**config.mk**
```make
export PLATFORM = sky130hd
export DESIGN_NAME = prdg_front
export DESIGN_NICKNAME = d
export VERILOG_FILES = /design/src/hw/rtl/prdg_pkg.sv /design/src/hw/rtl/prdg_front.sv
export SDC_FILE = /design/constraint.sdc
export NUM_CORES = 1
export LEC_CHECK = 0
export BUFFER_PORTS_ARGS = -buffer_cell sky130_fd_sc_hd__buf_4
export CAP_MARGIN = 0
export CELL_PAD_IN_SITES_DETAIL_PLACEMENT = 0
export CELL_PAD_IN_SITES_GLOBAL_PLACEMENT = 1
export CORE_MARGIN = 4
export CORE_UTILIZATION = 45
export CTS_CLUSTER_DIAMETER = 150
export DETAILED_ROUTE_END_ITERATION = 7
export GPL_ROUTABILITY_DRIVEN = 1
export GPL_TIMING_DRIVEN = 0
export PLACE_DENSITY = 0.85
export SETUP_SLACK_MARGIN = 0.5
export SLEW_MARGIN = 0
export SYNTH_ARGS = -nofsm -noshare
export SYNTH_HDL_FRONTEND = slang
export SYNTH_SLANG_ARGS = --single-unit
```
**constraint.sdc**
```tcl
create_clock -name clk -period 5.8 [get_ports clk]
set_clock_uncertainty 0.15 [all_clocks]
set_input_delay 1.16 -clock clk [delete_from_list [all_inputs] [get_ports clk]]
set_output_delay 1.16 -clock clk [all_outputs]
set_load 0.02 [all_outputs]
```
**src/hw/rtl/prdg_pkg.sv**
```systemverilog
`timescale 1ns / 1ps

package prdg_pkg;

  localparam int PIX_W      = 12;
  localparam int COMP_W     = 21;
  localparam int DIR_W      = 20;
  localparam int SUB_W      = 3;
  localparam int REG_W      = 24;
  localparam int SPP_W      = 4;
  localparam int CFG_DATA_W = 63;
  localparam int CFG_IDX_W  = 3;

  // normalization constants: magnitudes are scaled into [2^29, 2^30)
  localparam int NORM_W     = 30;
  localparam int FRAC_SHIFT = 19;
  localparam int NDIV_STEPS = 20;
  localparam int ROOT_W     = 64;
  localparam int DEN_W      = 33;

  localparam logic signed [DIR_W-1:0] DIR_ONE = 20'sd262144;

  // register indexes of the configuration port
  typedef enum logic [CFG_IDX_W-1:0] {
    REG_BASIS_U   = 3'd0,
    REG_BASIS_V   = 3'd1,
    REG_BASIS_W   = 3'd2,
    REG_VIEW_DIST = 3'd3,
    REG_SPACING   = 3'd4,
    REG_SHIFT_X   = 3'd5,
    REG_IMAGE     = 3'd6,
    REG_SPP       = 3'd7
  } reg_idx_t;

  localparam logic [CFG_DATA_W-1:0] RST_BASIS_U   = 63'd262144;
  localparam logic [CFG_DATA_W-1:0] RST_BASIS_V   = 63'd549755813888;
  localparam logic [CFG_DATA_W-1:0] RST_BASIS_W   = 63'd1152921504606846976;
  localparam logic [REG_W-1:0]      RST_VIEW_DIST = 24'd128000;
  localparam logic [REG_W-1:0]      RST_SPACING   = 24'd65536;
  localparam logic [REG_W-1:0]      RST_SHIFT_X   = 24'd0;
  localparam logic [REG_W-1:0]      RST_IMAGE     = 24'd1048832;
  localparam logic [SPP_W-1:0]      RST_SPP       = 4'd1;

  typedef struct packed {
    logic [CFG_DATA_W-1:0] basis_u;
    logic [CFG_DATA_W-1:0] basis_v;
    logic [CFG_DATA_W-1:0] basis_w;
    logic [REG_W-1:0]      view_distance;
    logic [REG_W-1:0]      sample_spacing;
    logic [REG_W-1:0]      shift_x;
    logic [REG_W-1:0]      image_size;
    logic [SPP_W-1:0]      samples_per_side;
  } cfg_t;

  typedef struct packed {
    logic [PIX_W-1:0] row;
    logic [PIX_W-1:0] col;
  } pix_t;

  // head of the pixel queue as seen by the back end
  typedef struct packed {
    logic valid;
    pix_t pix;
  } head_t;

  typedef enum logic [4:0] {
    S_IDLE,
    S_T,
    S_MUL,
    S_PREP,
    S_DIV,
    S_COORD,
    S_PROD,
    S_ACC,
    S_MAG,
    S_SCALE,
    S_SQ,
    S_SUM,
    S_SQRT,
    S_DPREP,
    S_NDIV,
    S_FIN,
    S_EMIT
  } back_state_t;

  // pick one signed Q2.18 component out of a packed basis vector
  function automatic logic signed [COMP_W-1:0] get_comp(input logic [CFG_DATA_W-1:0] v,
                                                        input logic [1:0] i);
    logic signed [COMP_W-1:0] c;
    case (i)
      2'd0:    c = $signed(v[COMP_W-1:0]);
      2'd1:    c = $signed(v[2*COMP_W-1:COMP_W]);
      default: c = $signed(v[3*COMP_W-1:2*COMP_W]);
    endcase
    return c;
  endfunction

endpackage

```
**src/hw/rtl/prdg_front.sv**
```systemverilog
`timescale 1ns / 1ps

module prdg_front (
  input  logic                            clk,
  input  logic                            rst_n,
  input  logic                            in_valid,
  output logic                            in_stall,
  input  logic [prdg_pkg::PIX_W-1:0]      in_pixel_row,
  input  logic [prdg_pkg::PIX_W-1:0]      in_pixel_col,
  input  logic                            pop,
  output prdg_pkg::head_t                 head
);

  localparam int DEPTH = 2;

  prdg_pkg::pix_t ent_r [DEPTH];
  logic           wr_r, wr_nxt;
  logic           rd_r, rd_nxt;
  logic [1:0]     cnt_r, cnt_nxt;
  logic           accept;

  assign in_stall   = (cnt_r == 2'(DEPTH));
  assign accept     = in_valid && !in_stall;
  assign head.valid = (cnt_r != 2'd0);
  assign head.pix   = ent_r[rd_r];

  // advance pointers and fill count
  always_comb begin
    wr_nxt  = accept ? ~wr_r : wr_r;
    rd_nxt  = pop ? ~rd_r : rd_r;
    cnt_nxt = cnt_r;
    case ({accept, pop})
      2'b10:   cnt_nxt = cnt_r + 2'd1;
      2'b01:   cnt_nxt = cnt_r - 2'd1;
      default: cnt_nxt = cnt_r;
    endcase
  end

  always_ff @(posedge clk) begin
    if (!rst_n) begin
      wr_r  <= 1'b0;
      rd_r  <= 1'b0;
      cnt_r <= 2'd0;
    end else begin
      wr_r  <= wr_nxt;
      rd_r  <= rd_nxt;
      cnt_r <= cnt_nxt;
    end
  end

  // store the accepted pixel word
  always_ff @(posedge clk) begin
    if (accept) begin
      ent_r[wr_r].row <= in_pixel_row;
      ent_r[wr_r].col <= in_pixel_col;
    end
  end

endmodule

```
==> flow_summary.toml <==
[run_status]
status = "finished, final reports clean"

[timing]
setup_tns_ns = 0
finalHoldViolCount = 0
min_period_over_period = 0.496
hold_ws_ns = 0.350
fmax_mhz = 347
maxSlewViolCount = 0
layout_min_cycle_time_ns = 2.88
slew_headroom = 0.255
rsz0062_at_grt = "false"
worst_pin_slew_ns = 1.12
finalSetupViolations = 0

[power]
power_frac_seq = 0.559
max-vdd-ir-drop_v = 0.000176
p_comb_frac = 0.200
p_int_uw = 624
p_per_area_nw_per_um2 = 333
p_leak_uw = 0.000965
p_sw_uw = 214
power_uw = 838
switching_share = 0.255
pwr-share-clk = 0.242

[setup_path]
endpoint_kind = "output pin"
rrSetupSlack_ns = 3.65
cp-start-kind = "flop"
worstPathRequired_ns = 4.49
reg2regPathDepth = 4
cp_max_fo = 10
crit_top_cell = "buf_2"
path_buf_inv = 3
crit_chain = "buf_2, buf_2, mux2_2, buf_4"
cp_top_family = "buffers and inverters"
setup.worst_path.class = "flop to output pin"
cp_slowest_stage_delay_ns = 0.37
crit_slowest_cell = "mux2_2"
cp.arrival_ns = 1.57
r2r-start = "cnt_r[0]$_SDFFE_PN0P_"
r2r_end = "ent_r[0][8]$_DFFE_PP_"

[clocking]
htreeDepth = 2
cts-root-buf = "clkbuf_8"
ctsHoldBuffers = 0
post-cts-setup-buffers = 0
clockBufferDepth = 2
numCtsBuffers = 5
postCtsResizedCells = 0
cts_tree = "done"
worstSkewPairLatency_ns = 0.29
clkSinkCount = 53
clk_pin_slew_ns = 0.09

[final_layout]
final_net_count = 189
area_growth_syn_to_layout_pct = 28.3
diodes = 0
final_cell_mix = "53 x buf_4, 48 x edfxtp_1, 24 x mux2_2, 5 x dfxtp_1, 5 x clkbuf_8"
layout_commonest_cell = "buf_4"
post-route-util = 0.611
drive_gt1_frac = 0.565
fillers = 327

[place]
io_buffers = 53
hpwl_um = 2380
globalplace.congestion = 0.720

[job]
drv_cap = 0

[synthesis]
ys_seq_elements = 53
synth_area_per_cell_sq_um = 19.6
synth_warnings = 0
syn_inst = 100
ys_top_cells_by_area = "edfxtp_1 74%, mux2_2 14%, dfxtp_1 5.1%, and2_1 0.96%, xnor2_1 0.89%"
synth.largest_area_cell = "edfxtp_1"
yosysSeqAreaShare = 0.787
synth_top_area_share = 0.736
synth_area_sq_um = 1960
syn_nets = 129
synth.distinct_cells = 17

[floorplanning]
initial_core_util = 0.476
ioPinCount = 54
die_w_um = 74.0
num_rows = 23
die-area_sq_um = 5470
core_sq_um = 4120
die_h_um = 74.0

[routing]
ant_nets = 0
vias = 1019
first_iter_violations = 75
wirelength_um = 3260
drc = 0
wl_per_cell_um = 15.5
via_per_inst = 4.83
dr.pass1.iters = 4

[hold_path]
holdPathEnd = "wr_r$_SDFFE_PN0P_"
hp-class = "flop to flop"
min_from = "wr_r$_SDFFE_PN0P_"
holdPathStages = 2

[global_routing]
track_usage = 0.127
gr-total-overflow = 0
antenna_found_initial = 0
grt_pass1_wl_um = 5040
grt_pass1_vias = 1102
grt_max_degree = 25
[worst max-delay path by stage]
stage	start	end	depth (start not counted)
floorplan	in_valid	ent_r[0][0]$_DFFE_PP_	3
global placement	in_valid	ent_r[0][22]$_DFFE_PP_	4
detailed placement	in_valid	ent_r[0][22]$_DFFE_PP_	4
CTS	flop	head[13]	4
global route	flop	head[16]	4
finish	flop	head[11]	4
[cell usage after synthesis, drive strengths merged]
library cell  count
xor2              1
dfxtp             5
and3              1
nand2             1
a21boi            2
edfxtp           48
nand2b            1
and2              3
buf               3
or2               1
mux2             24
o21ai             2
or3               2
xnor2             2
inv               3
ha                1
[power groups by stage]
| stage | Combinational, uW | Clock (uW) | Sequential, uW |
|---|---|---|---|
| after detailed placement | 170 | 0 | 477 |
| after floorplan | 99.8 | 0 | 473 |
| final | 167 | 202 | 468 |
| after global routing | 179 | 228 | 472 |
| after CTS | 171 | 210 | 469 |
| after global placement | 165 | 0 | 474 |
[routing by layer]
| layer | wire length, um | track usage | vias up |
|---|---|---|---|
| met5 | 0 | 0 | - |
| met4 | 55 | 0.0483 | 0 |
| met3 | 233 | 0.0378 | 6 |
| met2 | 1800 | 0.234 | 37 |
| met1 | 1170 | 0.137 | 481 |
| li1 | - | - | 495 |
[worst reg2reg max path: stages, from the launching register on]
cell and delay, ns:
dfxtp_1 0.41, nand2b_2 0.17, inv_2 0.04, or3_1 0.32, inv_1 0.68
[state kept, by name, indices dropped and copies added, names as in the netlist, named ones only]
name and flops:
ent_r 48, cnt_r 2, rd_r 1, wr_r 1
[cell families (layout without fill, tap and decap cells)]
| logic type | Yosys count | after routing | share of synthesized area |
|---|---|---|---|
| flip-flops | 53 | 53 | 0.787 |
| multiplexers | 24 | 24 | 0.138 |
| AND/OR/NAND/NOR | 9 | 9 | 0.0288 |
| buffers and inverters | 6 | 67 | 0.0134 |
| AO/OA/AOI/OAI | 4 | 4 | 0.0128 |
| XOR/XNOR | 3 | 3 | 0.0134 |
| adder cells (fa/ha/maj) | 1 | 1 | 0.00639 |
[final cells by class]
type	count	area, sq um	share of cell area
timing repair buffer	53	398	0.158
sequential	53	1540	0.614
multi-input combinational	41	390	0.155
clock inverter	3	25.0	0.00996
buffer	3	15.0	0.00598
tap	50	62.6	0.0249
inverter	3	11.3	0.00448
clock buffer	5	68.8	0.0274
[metrics by stage]
stage	instances	setup WS [ns]	area [sq um]
floorplan	100	3.24	1960
global placement	203	2.91	2420
detailed placement	203	2.87	2420
CTS	211	2.90	2510
global route	211	2.81	2510
finish	211	2.92	2510
Power figures use the tool's default switching activity.
